**config.mk**
```make
export PLATFORM = sky130hd
export DESIGN_NAME = assembler_source_tokenizer
export DESIGN_NICKNAME = d
export VERILOG_FILES = /design/src/design/ast_pkg.sv /design/src/design/ast_front.sv /design/src/design/ast_queue.sv /design/src/design/ast_back.sv /design/src/design/assembler_source_tokenizer.sv
export SDC_FILE = /design/constraint.sdc
export NUM_CORES = 1
export LEC_CHECK = 0
export BUFFER_PORTS_ARGS = -buffer_cell sky130_fd_sc_hd__buf_2
export CAP_MARGIN = 5
export CORE_MARGIN = 2
export CORE_UTILIZATION = 50
export DETAILED_ROUTE_END_ITERATION = 10
export PLACE_DENSITY = 0.69
export SETUP_SLACK_MARGIN = 0.05
export SLEW_MARGIN = 20
export SYNTH_ARGS = -nofsm -noshare
export SYNTH_HDL_FRONTEND = slang
export SYNTH_SLANG_ARGS = --single-unit
```
**constraint.sdc**
```tcl
create_clock -name clk -period 7.6 [get_ports clk]
set_input_delay 1.52 -clock clk [delete_from_list [all_inputs] [get_ports clk]]
set_output_delay 1.52 -clock clk [all_outputs]
set_load 0.01 [all_outputs]
```
**src/design/ast_pkg.sv**
```systemverilog
`default_nettype none
// ----------------------------------------------------------------------------
// ast_pkg: shared types and constants of the source tokenizer
// Character codes, lexer modes and the per-character result plan that
// travels from the classifying front end to the output sequencer.
// ----------------------------------------------------------------------------
package ast_pkg;

    localparam int MAX_RESULTS = 6;
    localparam int QUEUE_DEPTH = 4;

    localparam logic [7:0] CH_QUOTE  = 8'h22;
    localparam logic [7:0] CH_LPAREN = 8'h28;
    localparam logic [7:0] CH_RPAREN = 8'h29;
    localparam logic [7:0] CH_LBRACK = 8'h5B;
    localparam logic [7:0] CH_RBRACK = 8'h5D;
    localparam logic [7:0] CH_BSLASH = 8'h5C;
    localparam logic [7:0] CH_NL     = 8'h0A;
    localparam logic [7:0] CH_CR     = 8'h0D;
    localparam logic [7:0] CH_TAB    = 8'h09;
    localparam logic [7:0] CH_VT     = 8'h0B;
    localparam logic [7:0] CH_FF     = 8'h0C;
    localparam logic [7:0] CH_SPACE  = 8'h20;
    localparam logic [7:0] CH_SLASH  = 8'h2F;
    localparam logic [7:0] DEPTH_MAX = 8'hFF;

    localparam logic [1:0] MODE_NORMAL  = 2'd0;
    localparam logic [1:0] MODE_BLOCK   = 2'd1;
    localparam logic [1:0] MODE_COMMENT = 2'd2;

    localparam logic KIND_CHAR = 1'b0;
    localparam logic KIND_END  = 1'b1;

    // One result: kind in bit 8, character in bits 7:0.
    typedef logic [8:0] result_t;

    typedef struct packed {
        logic [2:0]                        cnt;
        logic [MAX_RESULTS-1:0][8:0]       items;
    } plan_t;

endpackage
`default_nettype wire

```
**src/design/ast_front.sv**
```systemverilog
`default_nettype none
// ----------------------------------------------------------------------------
// ast_front: character classifier and lexer state
// Accepts one character per cycle while the queue has room, updates the lexer
// state and builds the ordered list of results that the character causes.
// ----------------------------------------------------------------------------
module ast_front
    import ast_pkg::*;
#(
    parameter int MAX_TOKEN = 255
)
(
    input  wire logic       clk,
    input  wire logic       rst_n,
    input  wire logic       in_valid,
    output logic            in_ready,
    input  wire logic [7:0] in_char,
    input  wire logic       in_last,
    output logic            push,
    output plan_t           push_plan,
    input  wire logic       queue_full
);

    localparam logic [7:0] MAX_LEN = 8'(MAX_TOKEN);

    typedef struct packed {
        logic [7:0] len;
        plan_t      plan;
    } acc_t;

    logic [1:0] mode_reg, mode_next;
    logic       paren_reg, paren_next;
    logic [7:0] depth_reg, depth_next;
    logic [7:0] len_reg, len_next;
    logic       slash_reg, slash_next;
    logic       esc_reg, esc_next;
    plan_t      plan;
    logic       accept;

    function automatic acc_t emit_op(acc_t a, logic [7:0] c);
        acc_t r;
        r = a;
        r.plan.items[r.plan.cnt] = {KIND_CHAR, c};
        r.plan.cnt = r.plan.cnt + 3'd1;
        r.len = r.len + 8'd1;
        if (r.len >= MAX_LEN)
        begin
            r.plan.items[r.plan.cnt] = {KIND_END, 8'h00};
            r.plan.cnt = r.plan.cnt + 3'd1;
            r.len = 8'd0;
        end
        return r;
    endfunction

    function automatic acc_t end_op(acc_t a);
        acc_t r;
        r = a;
        if (r.len != 8'd0)
        begin
            r.plan.items[r.plan.cnt] = {KIND_END, 8'h00};
            r.plan.cnt = r.plan.cnt + 3'd1;
            r.len = 8'd0;
        end
        return r;
    endfunction

    assign in_ready = !queue_full;
    assign accept   = in_valid && in_ready;

    always_comb
    begin
        logic pre_slash;
        logic pre_end;
        logic main_emit;
        logic post_end;
        logic is_space;
        logic normal;
        acc_t acc;

        mode_next  = mode_reg;
        paren_next = paren_reg;
        depth_next = depth_reg;
        slash_next = slash_reg;
        esc_next   = esc_reg;
        pre_slash  = 1'b0;
        pre_end    = 1'b0;
        main_emit  = 1'b0;
        post_end   = 1'b0;
        normal     = 1'b0;
        is_space   = (in_char == CH_NL) || (in_char == CH_CR) || (in_char == CH_TAB) ||
                     (in_char == CH_VT) || (in_char == CH_FF) || (in_char == CH_SPACE);

        case (mode_reg)
            MODE_BLOCK:
            begin
                if (paren_reg)
                begin
                    main_emit = 1'b1;
                    if (in_char == CH_LPAREN)
                    begin
                        if (depth_reg < DEPTH_MAX)
                            depth_next = depth_reg + 8'd1;
                    end
                    else if (in_char == CH_RPAREN)
                    begin
                        if (depth_reg > 8'd0)
                            depth_next = depth_reg - 8'd1;
                        if (depth_next == 8'd0)
                        begin
                            post_end  = 1'b1;
                            mode_next = MODE_NORMAL;
                        end
                    end
                end
                else if (esc_reg)
                begin
                    esc_next  = 1'b0;
                    main_emit = 1'b1;
                end
                else if (in_char == CH_BSLASH)
                begin
                    main_emit = 1'b1;
                    esc_next  = 1'b1;
                end
                else if (in_char == CH_QUOTE)
                begin
                    main_emit = 1'b1;
                    post_end  = 1'b1;
                    mode_next = MODE_NORMAL;
                end
                else
                begin
                    main_emit = 1'b1;
                end
            end
            MODE_COMMENT:
            begin
                if (in_char == CH_NL)
                begin
                    mode_next = MODE_NORMAL;
                    post_end  = 1'b1;
                end
            end
            default:
            begin
                mode_next = MODE_NORMAL;
                if (slash_reg)
                begin
                    slash_next = 1'b0;
                    if (in_char == CH_SLASH)
                        mode_next = MODE_COMMENT;
                    else
                    begin
                        pre_slash = 1'b1;
                        normal    = 1'b1;
                    end
                end
                else
                begin
                    normal = 1'b1;
                end
            end
        endcase

        if (normal)
        begin
            if (esc_reg)
            begin
                esc_next  = 1'b0;
                main_emit = 1'b1;
            end
            else if (is_space)
            begin
                pre_end = 1'b1;
            end
            else if (in_char == CH_BSLASH)
            begin
                main_emit = 1'b1;
                esc_next  = 1'b1;
            end
            else if (in_char == CH_QUOTE)
            begin
                main_emit  = 1'b1;
                mode_next  = MODE_BLOCK;
                paren_next = 1'b0;
                depth_next = 8'd0;
            end
            else if (in_char == CH_LPAREN)
            begin
                main_emit  = 1'b1;
                mode_next  = MODE_BLOCK;
                paren_next = 1'b1;
                depth_next = 8'd1;
            end
            else if ((in_char == CH_LBRACK) || (in_char == CH_RBRACK))
            begin
                pre_end   = 1'b1;
                main_emit = 1'b1;
                post_end  = 1'b1;
            end
            else if (in_char == CH_SLASH)
            begin
                slash_next = 1'b1;
            end
            else
            begin
                main_emit = 1'b1;
            end
        end

        acc.len  = len_reg;
        acc.plan = '0;
        if (pre_slash)
            acc = emit_op(acc, CH_SLASH);
        if (pre_end)
            acc = end_op(acc);
        if (main_emit)
            acc = emit_op(acc, in_char);
        if (post_end)
            acc = end_op(acc);
        if (in_last)
        begin
            if (slash_next)
                acc = emit_op(acc, CH_SLASH);
            acc = end_op(acc);
            mode_next  = MODE_NORMAL;
            paren_next = 1'b0;
            depth_next = 8'd0;
            slash_next = 1'b0;
            esc_next   = 1'b0;
        end
        len_next = acc.len;
        plan     = acc.plan;
    end

    assign push      = accept && (plan.cnt != 3'd0);
    assign push_plan = plan;

    always_ff @(posedge clk or negedge rst_n)
    begin
        if (!rst_n)
        begin
            mode_reg  <= MODE_NORMAL;
            paren_reg <= 1'b0;
            depth_reg <= 8'd0;
            len_reg   <= 8'd0;
            slash_reg <= 1'b0;
            esc_reg   <= 1'b0;
        end
        else if (accept)
        begin
            mode_reg  <= mode_next;
            paren_reg <= paren_next;
            depth_reg <= depth_next;
            len_reg   <= len_next;
            slash_reg <= slash_next;
            esc_reg   <= esc_next;
        end
    end

    // A token is cut when it reaches the maximum length, so the open length stays below it.
    assert property (@(posedge clk) disable iff (!rst_n) len_reg < MAX_LEN)
        else $error("open token length reached the maximum");

    // A held slash and a pending escape never coexist, and neither lives in a comment.
    assert property (@(posedge clk) disable iff (!rst_n)
        (mode_reg == MODE_COMMENT) |-> (!slash_reg && !esc_reg))
        else $error("slash or escape pending inside a comment");

    // A transfer marked last leaves the lexer back in its idle state.
    assert property (@(posedge clk) disable iff (!rst_n)
        (accept && in_last) |=> (mode_reg == MODE_NORMAL && len_reg == 8'd0 && !slash_reg))
        else $error("lexer not idle after the final character");

endmodule
`default_nettype wire

```
**src/design/ast_queue.sv**
```systemverilog
`default_nettype none
// ----------------------------------------------------------------------------
// ast_queue: result plan queue
// Small first-in first-out buffer of result plans between the classifier
// and the output sequencer.
// ----------------------------------------------------------------------------
module ast_queue
    import ast_pkg::*;
(
    input  wire logic  clk,
    input  wire logic  rst_n,
    input  wire logic  push,
    input  wire plan_t push_plan,
    input  wire logic  pop,
    output plan_t      head_plan,
    output logic       empty,
    output logic       full
);

    localparam int PTR_W = $clog2(QUEUE_DEPTH);
    localparam int CNT_W = $clog2(QUEUE_DEPTH + 1);

    plan_t              mem [QUEUE_DEPTH];
    logic [PTR_W-1:0]   wr_ptr_reg;
    logic [PTR_W-1:0]   rd_ptr_reg;
    logic [CNT_W-1:0]   count_reg, count_next;

    assign empty     = (count_reg == CNT_W'(0));
    assign full      = (count_reg == CNT_W'(QUEUE_DEPTH));
    assign head_plan = mem[rd_ptr_reg];

    always_comb
    begin
        count_next = count_reg;
        if (push && !pop)
            count_next = count_reg + CNT_W'(1);
        else if (pop && !push)
            count_next = count_reg - CNT_W'(1);
    end

    always_ff @(posedge clk)
    begin
        if (push)
            mem[wr_ptr_reg] <= push_plan;
    end

    always_ff @(posedge clk or negedge rst_n)
    begin
        if (!rst_n)
        begin
            wr_ptr_reg <= '0;
            rd_ptr_reg <= '0;
            count_reg  <= '0;
        end
        else
        begin
            if (push)
                wr_ptr_reg <= wr_ptr_reg + PTR_W'(1);
            if (pop)
                rd_ptr_reg <= rd_ptr_reg + PTR_W'(1);
            count_reg <= count_next;
        end
    end

    assert property (@(posedge clk) disable iff (!rst_n) push |-> !full)
        else $error("plan written into a full queue");

    assert property (@(posedge clk) disable iff (!rst_n) pop |-> !empty)
        else $error("plan taken from an empty queue");

    assert property (@(posedge clk) disable iff (!rst_n)
        count_reg <= CNT_W'(QUEUE_DEPTH))
        else $error("queue fill count beyond its depth");

endmodule
`default_nettype wire

```
**src/design/ast_back.sv**
```systemverilog
`default_nettype none
// ----------------------------------------------------------------------------
// ast_back: output sequencer
// Walks the results of the plan at the head of the queue one per cycle, while
// the receiver is ready, into a registered output stage.
// ----------------------------------------------------------------------------
module ast_back
    import ast_pkg::*;
(
    input  wire logic       clk,
    input  wire logic       rst_n,
    input  wire plan_t      head_plan,
    input  wire logic       empty,
    output logic            pop,
    output logic            out_valid,
    input  wire logic       out_ready,
    output logic            out_kind,
    output logic [7:0]      out_char,
    output logic            out_last
);

    logic       valid_reg;
    logic       kind_reg;
    logic [7:0] char_reg;
    logic       last_reg;
    logic [2:0] idx_reg;
    logic       load;
    logic       take;
    logic       final_item;
    result_t    cur_item;

    assign load       = !valid_reg || out_ready;
    assign take       = load && !empty;
    assign cur_item   = head_plan.items[idx_reg];
    assign final_item = (idx_reg == (head_plan.cnt - 3'd1));
    assign pop        = take && final_item;

    always_ff @(posedge clk or negedge rst_n)
    begin
        if (!rst_n)
        begin
            valid_reg <= 1'b0;
            idx_reg   <= 3'd0;
        end
        else if (load)
        begin
            valid_reg <= !empty;
            if (take)
            begin
                if (final_item)
                    idx_reg <= 3'd0;
                else
                    idx_reg <= idx_reg + 3'd1;
            end
        end
    end

    always_ff @(posedge clk)
    begin
        if (take)
        begin
            kind_reg <= cur_item[8];
            char_reg <= cur_item[7:0];
            last_reg <= final_item;
        end
    end

    assign out_valid = valid_reg;
    assign out_kind  = kind_reg;
    assign out_char  = char_reg;
    assign out_last  = last_reg;

endmodule
`default_nettype wire

```
**src/design/assembler_source_tokenizer.sv**
```systemverilog
`default_nettype none
// ----------------------------------------------------------------------------
// assembler_source_tokenizer: whitespace delimited source tokenizer
// Splits a stream of source characters into tokens of characters with
// end-of-token markers.
// ----------------------------------------------------------------------------
// Usage:
// Source characters enter on the s_axis channel, one per transfer; s_axis_tlast
// marks the final character of the text and flushes the open token.
// Results leave on the m_axis channel: tuser is 0 for a token character in
// tdata and 1 for an end-of-token marker (tdata zero). m_axis_tlast is set on
// the last result caused by one input character; a character that causes no
// result produces no transfer.
// The classifier takes one character per cycle while the queue is not full and
// puts its results (one to four) into a four-entry queue; the sequencer sends
// one result per cycle while the receiver is ready. The first result of a
// character passes through a queue entry and then the output register before
// it reaches m_axis. Sustained throughput is one result per cycle while the
// receiver is ready, set by the single-result output stage.
// When the receiver stalls, the output register holds and the queue keeps
// the results of up to four characters before s_axis_tready falls.
// Reset clears the lexer state, the queue and the output stage.
// ----------------------------------------------------------------------------
module assembler_source_tokenizer
    import ast_pkg::*;
#(
    parameter int MAX_TOKEN = 255
)
(
    input  wire logic       clk,
    input  wire logic       rst_n,
    input  wire logic       s_axis_tvalid,
    output logic            s_axis_tready,
    input  wire logic [7:0] s_axis_tdata,   // ch
    input  wire logic       s_axis_tlast,
    output logic            m_axis_tvalid,
    input  wire logic       m_axis_tready,
    output logic [7:0]      m_axis_tdata,   // out_char
    output logic            m_axis_tuser,   // kind
    output logic            m_axis_tlast
);

    logic  push;
    plan_t push_plan;
    logic  pop;
    plan_t head_plan;
    logic  empty;
    logic  full;

    ast_front #(
        .MAX_TOKEN (MAX_TOKEN)
    ) u_front (
        .clk        (clk),
        .rst_n      (rst_n),
        .in_valid   (s_axis_tvalid),
        .in_ready   (s_axis_tready),
        .in_char    (s_axis_tdata),
        .in_last    (s_axis_tlast),
        .push       (push),
        .push_plan  (push_plan),
        .queue_full (full)
    );

    ast_queue u_queue (
        .clk       (clk),
        .rst_n     (rst_n),
        .push      (push),
        .push_plan (push_plan),
        .pop       (pop),
        .head_plan (head_plan),
        .empty     (empty),
        .full      (full)
    );

    ast_back u_back (
        .clk       (clk),
        .rst_n     (rst_n),
        .head_plan (head_plan),
        .empty     (empty),
        .pop       (pop),
        .out_valid (m_axis_tvalid),
        .out_ready (m_axis_tready),
        .out_kind  (m_axis_tuser),
        .out_char  (m_axis_tdata),
        .out_last  (m_axis_tlast)
    );

endmodule
`default_nettype wire
```
==> flow_summary.json, run 1 <==
{
  "syn_inst": 1096,
  "largest_register_ff_count": 228,
  "power_density_nw_per_um2": 315,
  "timing.final.ws_setup_ns": -0.0524,
  "synth_area_leaders": "edfxtp_1 (50%), mux4_2 (10%), dfrtp_1 (5.6%)",
  "synth_top_area_cell": "edfxtp_1",
  "io_buffers": 24,
  "synth_compound_area_frac": 0.124,
  "fillerInstances": 2026,
  "clk-insertion-delay-late_ns": 0.55,
  "wl_mm": 40.1,
  "grt_max_degree": 59,
  "ys_async_sr_fraction": 0.119,
  "fin_cells": 1719,
  "dp_hpwl_mm": 26.1,
  "hold_violations": 0,
  "top_register": "u_queue.mem",
  "maxCapViolations": 0,
  "crit_type": "in -> reg",
  "finalCritPeriodShare": 1.01,
  "dieHeight_um": 173,
  "slew_violations": 0,
  "rsz0062_at_grt": "yes",
  "synth_area_sq_um": 14200,
  "ios": 25,
  "hp-class": "reg -> reg",
  "gp_congestion": 0.944,
  "reg2reg_slack_ns": 0.39,
  "routed-via-count": 10600,
  "die_area_sq_um": 29800,
  "failed_checks": "setup timing",
  "grt_usage": 0.247,
  "antenna_cells": 0,
  "drc": 0,
  "htreeDepth": 1,
  "crit_fanout": 7,
  "synth.area.mux_share": 0.116,
  "setup_tns_ns": -0.282,
  "drt-pass1-iter-count": 5,
  "cts_buffers": 27,
  "fp.dieW_um": 173,
  "final_cell_mix": "edfxtp_1 (238), buf_4 (182), nand2_1 (87)",
  "p_leak_nw": 6.69,
  "grt_pass1_vias": 10400,
  "synth-adder-area-share": 0.0252,
  "cp_common_cell": "ha_4",
  "crit_required_ns": 8.03,
  "initial_core_util": 0.510,
  "synth_edf_count": 238,
  "synth_warnings": 0,
  "globalRouteOverflowTotal": 0,
  "syn_area_per_cell_sq_um": 13.0,
  "ys_ff_latch": 270,
  "drtAntennaViolNets": 0,
  "synth-seq-area-share": 0.559,
  "synthSimpleGateAreaFrac": 0.123,
  "endpoint_kind": "flop",
  "max_freq_mhz": 131,
  "cp_slowest_cell": "or4_4",
  "clockBufferDepth": 3,
  "std_cell_rows": 61,
  "root_buffer": "clkbuf_16",
  "routedWlPerCell_um": 23.3,
  "synth_top_family_by_area": "compound AO/OA/AOI/OAI gates",
  "tightest_slew_ns": 0.983,
  "grt_pass1_wl_mm": 58.0,
  "skew_ns": 0.0106,
  "synth_xor_area_frac": 0.0245,
  "arrival_ns": 8.09,
  "via_per_inst": 6.18,
  "start_kind": "input pin",
  "ys.flop_type": "edfxtp_1",
  "period_needed_ns": 7.65,
  "nNetsFinal": 1361,
  "antenna_found_initial": 0,
  "yosysUniqueCellTypes": 94,
  "clock_sinks": 270,
  "cts_tree": "done",
  "status": "finished, violations left",
  "clk_pin_slew_ns": 0.06,
  "slew_headroom": 0.345,
  "mostFrequentLayoutCell": "edfxtp_1",
  "area_growth_pct": 26.2,
  "dp.cells": 1629,
  "cp_slowest_stage_delay_ns": 0.56,
  "fp.coreArea_sq_um": 27900,
  "irDropWorstVdd_v": 0.000176,
  "drtIter0Drc": 1038,
  "synth.top_cell.area_share": 0.503,
  "setup_viol": 31,
  "drive_gt1_frac": 0.327
}
==> worst max-delay path, delay by kind of cell <==
family / cells / cell delay, ns
AO/OA/AOI/OAI: 8 / 1.67
adder cells (fa/ha/maj): 5 / 1.13
buffers and inverters: 3 / 0.23
multiplexers: 3 / 0.61
AND/OR/NAND/NOR: 11 / 2.92
==> Yosys cell counts (5+ instances only) <==
| library cell | number |
|---|---|
| buf_1 | 7 |
| a31oi_1 | 6 |
| a22o_1 | 12 |
| a21o_1 | 16 |
| a21oi_1 | 32 |
| nand2_1 | 91 |
| ha_1 | 27 |
| xor2_1 | 5 |
| nor2_1 | 68 |
| buf_2 | 9 |
| inv_1 | 32 |
| a32oi_1 | 7 |
| dfrtp_1 | 32 |
| o22ai_1 | 5 |
| and2_1 | 25 |
| mux2i_1 | 11 |
| and4_1 | 6 |
| nor4_1 | 13 |
| mux4_2 | 66 |
| nor4b_1 | 5 |
| edfxtp_1 | 238 |
| nand3b_1 | 5 |
| o31ai_1 | 5 |
| clkbuf_1 | 41 |
| nand2b_1 | 11 |
| or3_1 | 14 |
| o21ai_0 | 73 |
| xnor2_1 | 31 |
| o211ai_1 | 11 |
| and3_1 | 6 |
| nor3_1 | 27 |
| nand3_1 | 26 |
| nand4_1 | 11 |
| a22oi_1 | 5 |
==> power by group <==
part / total (mW) / switching [mW] / internal [mW] / leakage (nW)
Clock: 1.25 / 0.560 / 0.692 / 0.400
Combinational: 2.26 / 1.14 / 1.12 / 3.64
Sequential: 2.13 / 0.150 / 1.98 / 2.65
Total: 5.64 / 1.85 / 3.79 / 6.69
==> layout make-up <==
type | instances | area (sq um) | share of cell area
Clock buffer | 38 | 747 | 0.0417
Clock inverter | 12 | 83.8 | 0.00468
Inverter | 34 | 131 | 0.00733
Multi-Input combinational cell | 744 | 6310 | 0.352
Sequential cell | 270 | 7950 | 0.444
Tap cell | 378 | 473 | 0.0264
Timing Repair Buffer | 243 | 2230 | 0.125
==> path summary, 6_finish.rpt <==
kind                                             startpoint                           endpoint  cells past startpoint
setup reg to reg             u_front.len_reg[1]$_DFFE_PN0P_   u_queue.count_reg[1]$_DFFE_PN0P_                     36
setup / recovery                            s_axis_tdata[7]   u_queue.count_reg[1]$_DFFE_PN0P_                     30
hold / removal             u_queue.count_reg[2]$_DFFE_PN0P_   u_queue.count_reg[2]$_DFFE_PN0P_                      1
max in group asynchronous                             rst_n  u_queue.rd_ptr_reg[0]$_DFFE_PN0P_                      1
min in group asynchronous                             rst_n     u_front.len_reg[6]$_DFFE_PN0P_                      1
hold reg to reg            u_queue.count_reg[2]$_DFFE_PN0P_   u_queue.count_reg[2]$_DFFE_PN0P_                      1
==> stage by stage <==
stage | power [mW] | hold slack (ns) | worst slack [ns] | utilization | instance area [sq um]
after CTS | 5.40 | 0.503 | 0.0590 | 0.617 | 17200
final | 5.64 | 0.504 | -0.0524 | 0.644 | 17900
after detailed placement | 4.14 | 0.491 | -0.913 | 0.582 | 16200
after global routing | 5.91 | 0.523 | -0.314 | 0.644 | 17900
after global placement | 4.07 | 0.490 | -0.732 | 0.582 | 16200
after floorplan | 3.41 | 0.464 | -0.821 | - | 14500
==> routing by layer <==
metal  up-vias  share of wire  track usage
met3        80          0.063       0.0231
met5         -              0            0
li1       4759              -            -
met1      5316           0.40        0.333
met4         0          0.032       0.0844
met2       463           0.51        0.425
==> cells by family after synthesis <==
group | count (synthesis)
simple gates | 338
mux | 81
flops | 270
fa+ha+maj | 28
other cells | 1
buf+inv | 95
compound gates | 245
xor+xnor | 38
==> timing repair <==
item / CTS / global route
endpoints found under the hold margin: 0 / 0
setup endpoints to repair: 231 / 258
pin swaps: 14 / 29
resized for setup: 18 / 64
buffers inserted: 7 / 14
gates cloned: 0 / 20
hold buffers: 0 / 0
(Power assumes the default switching activity.)
==> run 2: changes to the inputs <==
--- a/config.mk
+++ b/config.mk
@@ -10,7 +10,7 @@
 export CORE_MARGIN = 2
 export CORE_UTILIZATION = 50
 export DETAILED_ROUTE_END_ITERATION = 10
-export PLACE_DENSITY = 0.69
+export PLACE_DENSITY = 0.67
 export SETUP_SLACK_MARGIN = 0.05
 export SLEW_MARGIN = 20
 export SYNTH_ARGS = -nofsm -noshare
==> constraint.sdc (replaced) <==
create_clock -name clk -period 9.1 [get_ports clk]
set_input_delay 1.82 -clock clk [delete_from_list [all_inputs] [get_ports clk]]
set_output_delay 1.82 -clock clk [all_outputs]
set_load 0.01 [all_outputs]
==> flow_summary.json, run 2 (synthesis results as in run 1) <==
{
  "status": "finished, final reports clean",
  "clk_pin_slew_ns": 0.06,
  "std_cell_rows": 61,
  "final_cell_mix": "edfxtp_1 (238), nand2_1 (91), o21ai_0 (73)",
  "period_needed_ns": 8.63,
  "finalCritPeriodShare": 0.949,
  "grt_pass1_vias": 9710,
  "skew_ns": 0.0105,
  "min_path_cells": 1,
  "routed-via-count": 9643,
  "fillerInstances": 2239,
  "slew_headroom": 0.318,
  "power_density_nw_per_um2": 270,
  "cp_common_cell": "ha_1",
  "start_kind": "input pin",
  "final_util": 0.582,
  "crit_fanout": 4,
  "wl_mm": 33.9,
  "dp_hpwl_mm": 23.6,
  "globalRouteOverflowTotal": 0,
  "drtIter0Drc": 915,
  "finalPower_mw": 4.37,
  "cp_slowest_stage_delay_ns": 0.55,
  "antenna_found_initial": 0,
  "ctsHoldBuffers": 0,
  "via_per_inst": 6.12,
  "pre_cts_slack_ns": -0.182,
  "max_freq_mhz": 116,
  "root_buffer": "clkbuf_16",
  "dieHeight_um": 173,
  "fp.coreArea_sq_um": 27900,
  "cts_tree": "done",
  "routedWlPerCell_um": 21.5,
  "worst-path-stages": 31,
  "ios": 25,
  "cts_buffers": 28,
  "drt-pass1-iter-count": 7,
  "io_buffers": 24,
  "hp-class": "reg -> reg",
  "gp_congestion": 0.979,
  "drive_gt1_frac": 0.212,
  "grt_pass1_wl_mm": 54.1,
  "maxCapViolations": 0,
  "min-delay-start": "u_queue.count_reg[2]$_DFFE_PN0P_",
  "hold_violations": 0,
  "reg2reg_slack_ns": 0.96,
  "clk-insertion-delay-late_ns": 0.55,
  "cp_top_family": "simple AND/OR/NAND/NOR gates",
  "crit_required_ns": 9.54,
  "cp_num_buf_inv": 4,
  "holdWs_ns": 0.502,
  "antenna_cells": 0,
  "r2r_cells": 33,
  "die_area_sq_um": 29800,
  "fp.dieW_um": 173,
  "top_register": "u_queue.mem",
  "whs_endpoint": "u_queue.count_reg[2]$_DFFE_PN0P_",
  "rsz0062_at_grt": "no",
  "slew_violations": 0,
  "setup_viol": 0,
  "timing.final.ws_setup_ns": 0.468,
  "arrival_ns": 9.07,
  "grt_usage": 0.230,
  "drc": 0,
  "initial_core_util": 0.510,
  "htreeDepth": 1,
  "grt_max_degree": 58,
  "clockBufferDepth": 3,
  "area_growth_pct": 14.1,
  "irDropWorstVdd_v": 0.000181,
  "drtAntennaViolNets": 0,
  "p_leak_nw": 5.83,
  "largest_register_ff_count": 228,
  "clock_sinks": 270,
  "endpoint_kind": "flop",
  "nNetsFinal": 1216,
  "crit_type": "in -> reg",
  "r2r-start": "u_front.len_reg[0]$_DFFE_PN0P_",
  "cp_slowest_cell": "or4_4",
  "fin_cells": 1575,
  "tightest_slew_ns": 1.02,
  "mostFrequentLayoutCell": "edfxtp_1",
  "dp.cells": 1522,
  "reg2reg_to": "u_queue.count_reg[1]$_DFFE_PN0P_"
}
## run 2: changes by cell type in the layout (fill, tap and decap cells not counted), sizes merged
cell,delta
clkbuf,-19
clkinvlp,-1
buf,-130
inv,-1
bufinv,+3
clkinv,+6
and2,-2
## run 2: worst max path at each step
stage | start | to | slack, ns
after floorplan | s_axis_tdata[5] | u_queue.count_reg[1]$_DFFE_PN0P_ | 0.07
after global placement | s_axis_tdata[7] | u_queue.count_reg[1]$_DFFE_PN0P_ | -0.05
after detailed placement | s_axis_tdata[7] | u_queue.count_reg[1]$_DFFE_PN0P_ | -0.18
after CTS | s_axis_tdata[7] | u_queue.count_reg[1]$_DFFE_PN0P_ | 0.38
after global routing | s_axis_tdata[7] | u_queue.count_reg[1]$_DFFE_PN0P_ | 0.08
final | s_axis_tdata[7] | u_queue.count_reg[1]$_DFFE_PN0P_ | 0.47
## run 2: per-layer routing
| layer | vias up | wire length, um | share of wire | GRT usage |
|---|---|---|---|---|
| met3 | 50 | 1890 | 0.056 | 0.0275 |
| met2 | 322 | 16700 | 0.49 | 0.396 |
| li1 | 4452 | - | - | - |
| met5 | - | 0 | 0 | 0 |
| met1 | 4819 | 14700 | 0.43 | 0.317 |
| met4 | 0 | 648 | 0.019 | 0.0459 |
## run 2: area by class of cell
class,instances,area (sq um),area share
clock buffers,33,719,0.0444
multi-input cells,742,5980,0.369
flip-flops and latches,270,7950,0.491
repair buffers,99,758,0.0468
clock inverters,19,203,0.0125
well taps,378,473,0.0292
inverters,34,128,0.00787
## run 2: stage by stage
| stage | TNS [ns] | area (sq um) |
|---|---|---|
| final | 0 | 16200 |
| after floorplan | 0 | 14300 |
| after detailed placement | -1.80 | 15300 |
| after global routing | 0 | 16200 |
| after CTS | 0 | 16200 |
| after global placement | -0.0545 | 15300 |
## run 2: timing repair
| item | 4_1_cts | 5_1_grt |
|---|---|---|
| gates resized for setup | 0 | 4 |
| setup buffers | 0 | 1 |
| setup endpoints to repair | 0 | 218 |
## run 2: power by group
group | internal, mW | leakage, nW | switching, mW
Clock | 0.655 | 0.447 | 0.473
Combinational | 0.678 | 2.73 | 0.794
Sequential | 1.65 | 2.65 | 0.121
## run 2: worst register-to-register path: cells and delay by family, from the launching register on
family                   cells  cell delay [ns]
XOR/XNOR                     2             0.42
AND/OR/NAND/NOR              7             1.24
buffers and inverters        4             0.53
flip-flops                   1             0.37
AO/OA/AOI/OAI               10             2.79
multiplexers                 3             0.54
adder cells (fa/ha/maj)      7             2.13
==> run 3: changes to the inputs <==
--- a/config.mk
+++ b/config.mk
@@ -5,6 +5,7 @@
 export SDC_FILE = /design/constraint.sdc
 export NUM_CORES = 1
 export LEC_CHECK = 0
+export ABC_AREA = 1
 export BUFFER_PORTS_ARGS = -buffer_cell sky130_fd_sc_hd__buf_2
 export CAP_MARGIN = 5
 export CORE_MARGIN = 2
==> flow_summary.json, run 3 <==
{
  "status": "finished, final reports clean",
  "endpoint_kind": "flop",
  "cts_setup_buffers": 0,
  "antenna_cells": 0,
  "die_area_sq_um": 29900,
  "drtIter0Drc": 866,
  "grt_usage": 0.243,
  "cts_tree": "done",
  "grt_max_degree": 64,
  "ctsHoldBuffers": 0,
  "dp.cells": 1885,
  "ys.flop_type": "edfxtp_1",
  "synth_area_leaders": "edfxtp_1 (50%), nand2_1 (6.7%), o21ai_0 (5.8%)",
  "slew_violations": 0,
  "cts_buffers": 30,
  "cp_top_family": "simple AND/OR/NAND/NOR gates",
  "crit_type": "in -> reg",
  "finalPower_mw": 4.40,
  "crit_required_ns": 9.53,
  "globalRouteOverflowTotal": 0,
  "drtAntennaViolNets": 0,
  "nNetsFinal": 1580,
  "finalCritPeriodShare": 0.858,
  "clock_sinks": 270,
  "maxCapViolations": 0,
  "cp_common_cell": "nand2_1",
  "synth_edf_count": 238,
  "routedWlPerCell_um": 19.0,
  "cp_slowest_cell": "nor4_1",
  "htreeDepth": 1,
  "root_buffer": "clkbuf_16",
  "drc": 0,
  "top_register": "u_queue.mem",
  "cp_num_buf_inv": 10,
  "synth_top_area_cell": "edfxtp_1",
  "via_per_inst": 5.68,
  "cp_slowest_stage_delay_ns": 0.43,
  "syn_inst": 1512,
  "hold_violations": 0,
  "ios": 25,
  "synth.top_cell.area_share": 0.501,
  "initial_core_util": 0.511,
  "clockBufferDepth": 3,
  "clk-insertion-delay-late_ns": 0.55,
  "yosysUniqueCellTypes": 50,
  "ys_ff_latch": 270,
  "mostFrequentLayoutCell": "nand2_1",
  "routed-via-count": 11000,
  "std_cell_rows": 61,
  "fp.coreArea_sq_um": 27900,
  "irDropWorstVdd_v": 0.000191,
  "tightest_slew_ns": 1.06,
  "clk_pin_slew_ns": 0.06,
  "area_growth_pct": 10.9,
  "power_density_nw_per_um2": 278,
  "period_needed_ns": 7.81,
  "start_kind": "input pin",
  "fin_cells": 1940,
  "fillerInstances": 2421,
  "io_buffers": 24,
  "syn_area_per_cell_sq_um": 9.44,
  "reg2reg_slack_ns": 2.00,
  "max_freq_mhz": 128,
  "dieHeight_um": 173,
  "gp_congestion": 0.923,
  "synth_area_sq_um": 14300,
  "drt-pass1-iter-count": 5,
  "post_cts_resized": 0,
  "skew_ns": 0.00755,
  "slew_headroom": 0.291,
  "synth-seq-area-share": 0.557,
  "hp-class": "reg -> reg",
  "grt_pass1_wl_mm": 58.2,
  "final_cell_mix": "nand2_1 (255), edfxtp_1 (238), nor2_1 (201)",
  "arrival_ns": 8.24,
  "largest_register_ff_count": 228,
  "setup_tns_ns": 0,
  "setup_viol": 0,
  "ys_async_sr_fraction": 0.119,
  "p_leak_nw": 6.16,
  "rsz0062_at_grt": "no",
  "grt_pass1_vias": 10700,
  "fp.dieW_um": 173,
  "antenna_found_initial": 0,
  "synth_warnings": 0,
  "drive_gt1_frac": 0.131,
  "dp_hpwl_mm": 24.4,
  "post-synth-top-count-cell": "nand2_1",
  "crit_fanout": 10,
  "wl_mm": 36.8,
  "netlist_top_cells_count": "nand2_1 (255), edfxtp_1 (238), nor2_1 (202)"
}
-- run 3: routing by layer --
metal	vias to the layer above	GRT usage	wire (um)
li1	5330	-	-
met1	5318	0.330	16000
met2	321	0.422	18200
met3	56	0.0262	2000
met4	0	0.0586	652
met5	-	0	0
-- run 3: worst paths after layout --
path,start,to,cells past startpoint
setup reg to reg,u_front.len_reg[1]$_DFFE_PN0P_,u_queue.count_reg[2]$_DFFE_PN0P_,43
setup / recovery,s_axis_tdata[4],u_queue.count_reg[2]$_DFFE_PN0P_,43
hold reg to reg,u_back.out_valid$_DFFE_PN0P_,u_back.out_valid$_DFFE_PN0P_,2
min in group asynchronous,rst_n,u_front.depth_reg[7]$_DFFE_PN0P_,1
hold / removal,u_back.out_valid$_DFFE_PN0P_,u_back.out_valid$_DFFE_PN0P_,2
max in group asynchronous,rst_n,u_queue.rd_ptr_reg[0]$_DFFE_PN0P_,1
-- run 3: cell type report --
cell class                      count  area, sq um  share of cell area
Inverter                          156          589              0.0372
Clock inverter                     14          108             0.00680
Clock buffer                       41          833              0.0526
Timing Repair Buffer               37          280              0.0177
Tap cell                          378          473              0.0299
Multi-Input combinational cell   1044         5600               0.354
Sequential cell                   270         7950               0.502
-- run 3: logic make-up (layout without fill, tap and decap cells) --
| family | count (synthesis) | in the layout | synth area share |
|---|---|---|---|
| compound gates | 307 | 307 | 0.128 |
| fa+ha+maj | 28 | 28 | 0.0251 |
| xor+xnor | 14 | 14 | 0.0104 |
| simple gates | 683 | 683 | 0.224 |
| flops | 270 | 270 | 0.557 |
| other cells | 1 | 12 | 0.000263 |
| buf+inv | 209 | 248 | 0.0558 |
-- run 3: worst min-delay path, delay by kind of cell (launching register included) --
| family | cells | cell delay [ns] |
|---|---|---|
| DFF | 1 | 0.37 |
| AOI/OAI and AO/OA | 1 | 0.07 |
| buffers and inverters | 1 | 0.06 |
-- run 3: metrics by stage --
step | area [sq um] | hold WS (ns) | setup slack (ns) | util
finish | 15800 | 0.543 | 1.29 | 0.567
global route | 15800 | 0.575 | 0.622 | 0.567
CTS | 15800 | 0.548 | 1.37 | 0.567
detailed placement | 14900 | 0.537 | 0.813 | 0.533
global placement | 14900 | 0.503 | 1.02 | 0.533
floorplan | 14300 | 0.488 | 0.849 | -
-- run 3: report_power, final --
part           internal [mW]  switching (mW)  total, mW
Sequential              1.64           0.123       1.76
Combinational          0.438            1.05       1.49
Clock                  0.669           0.482       1.15
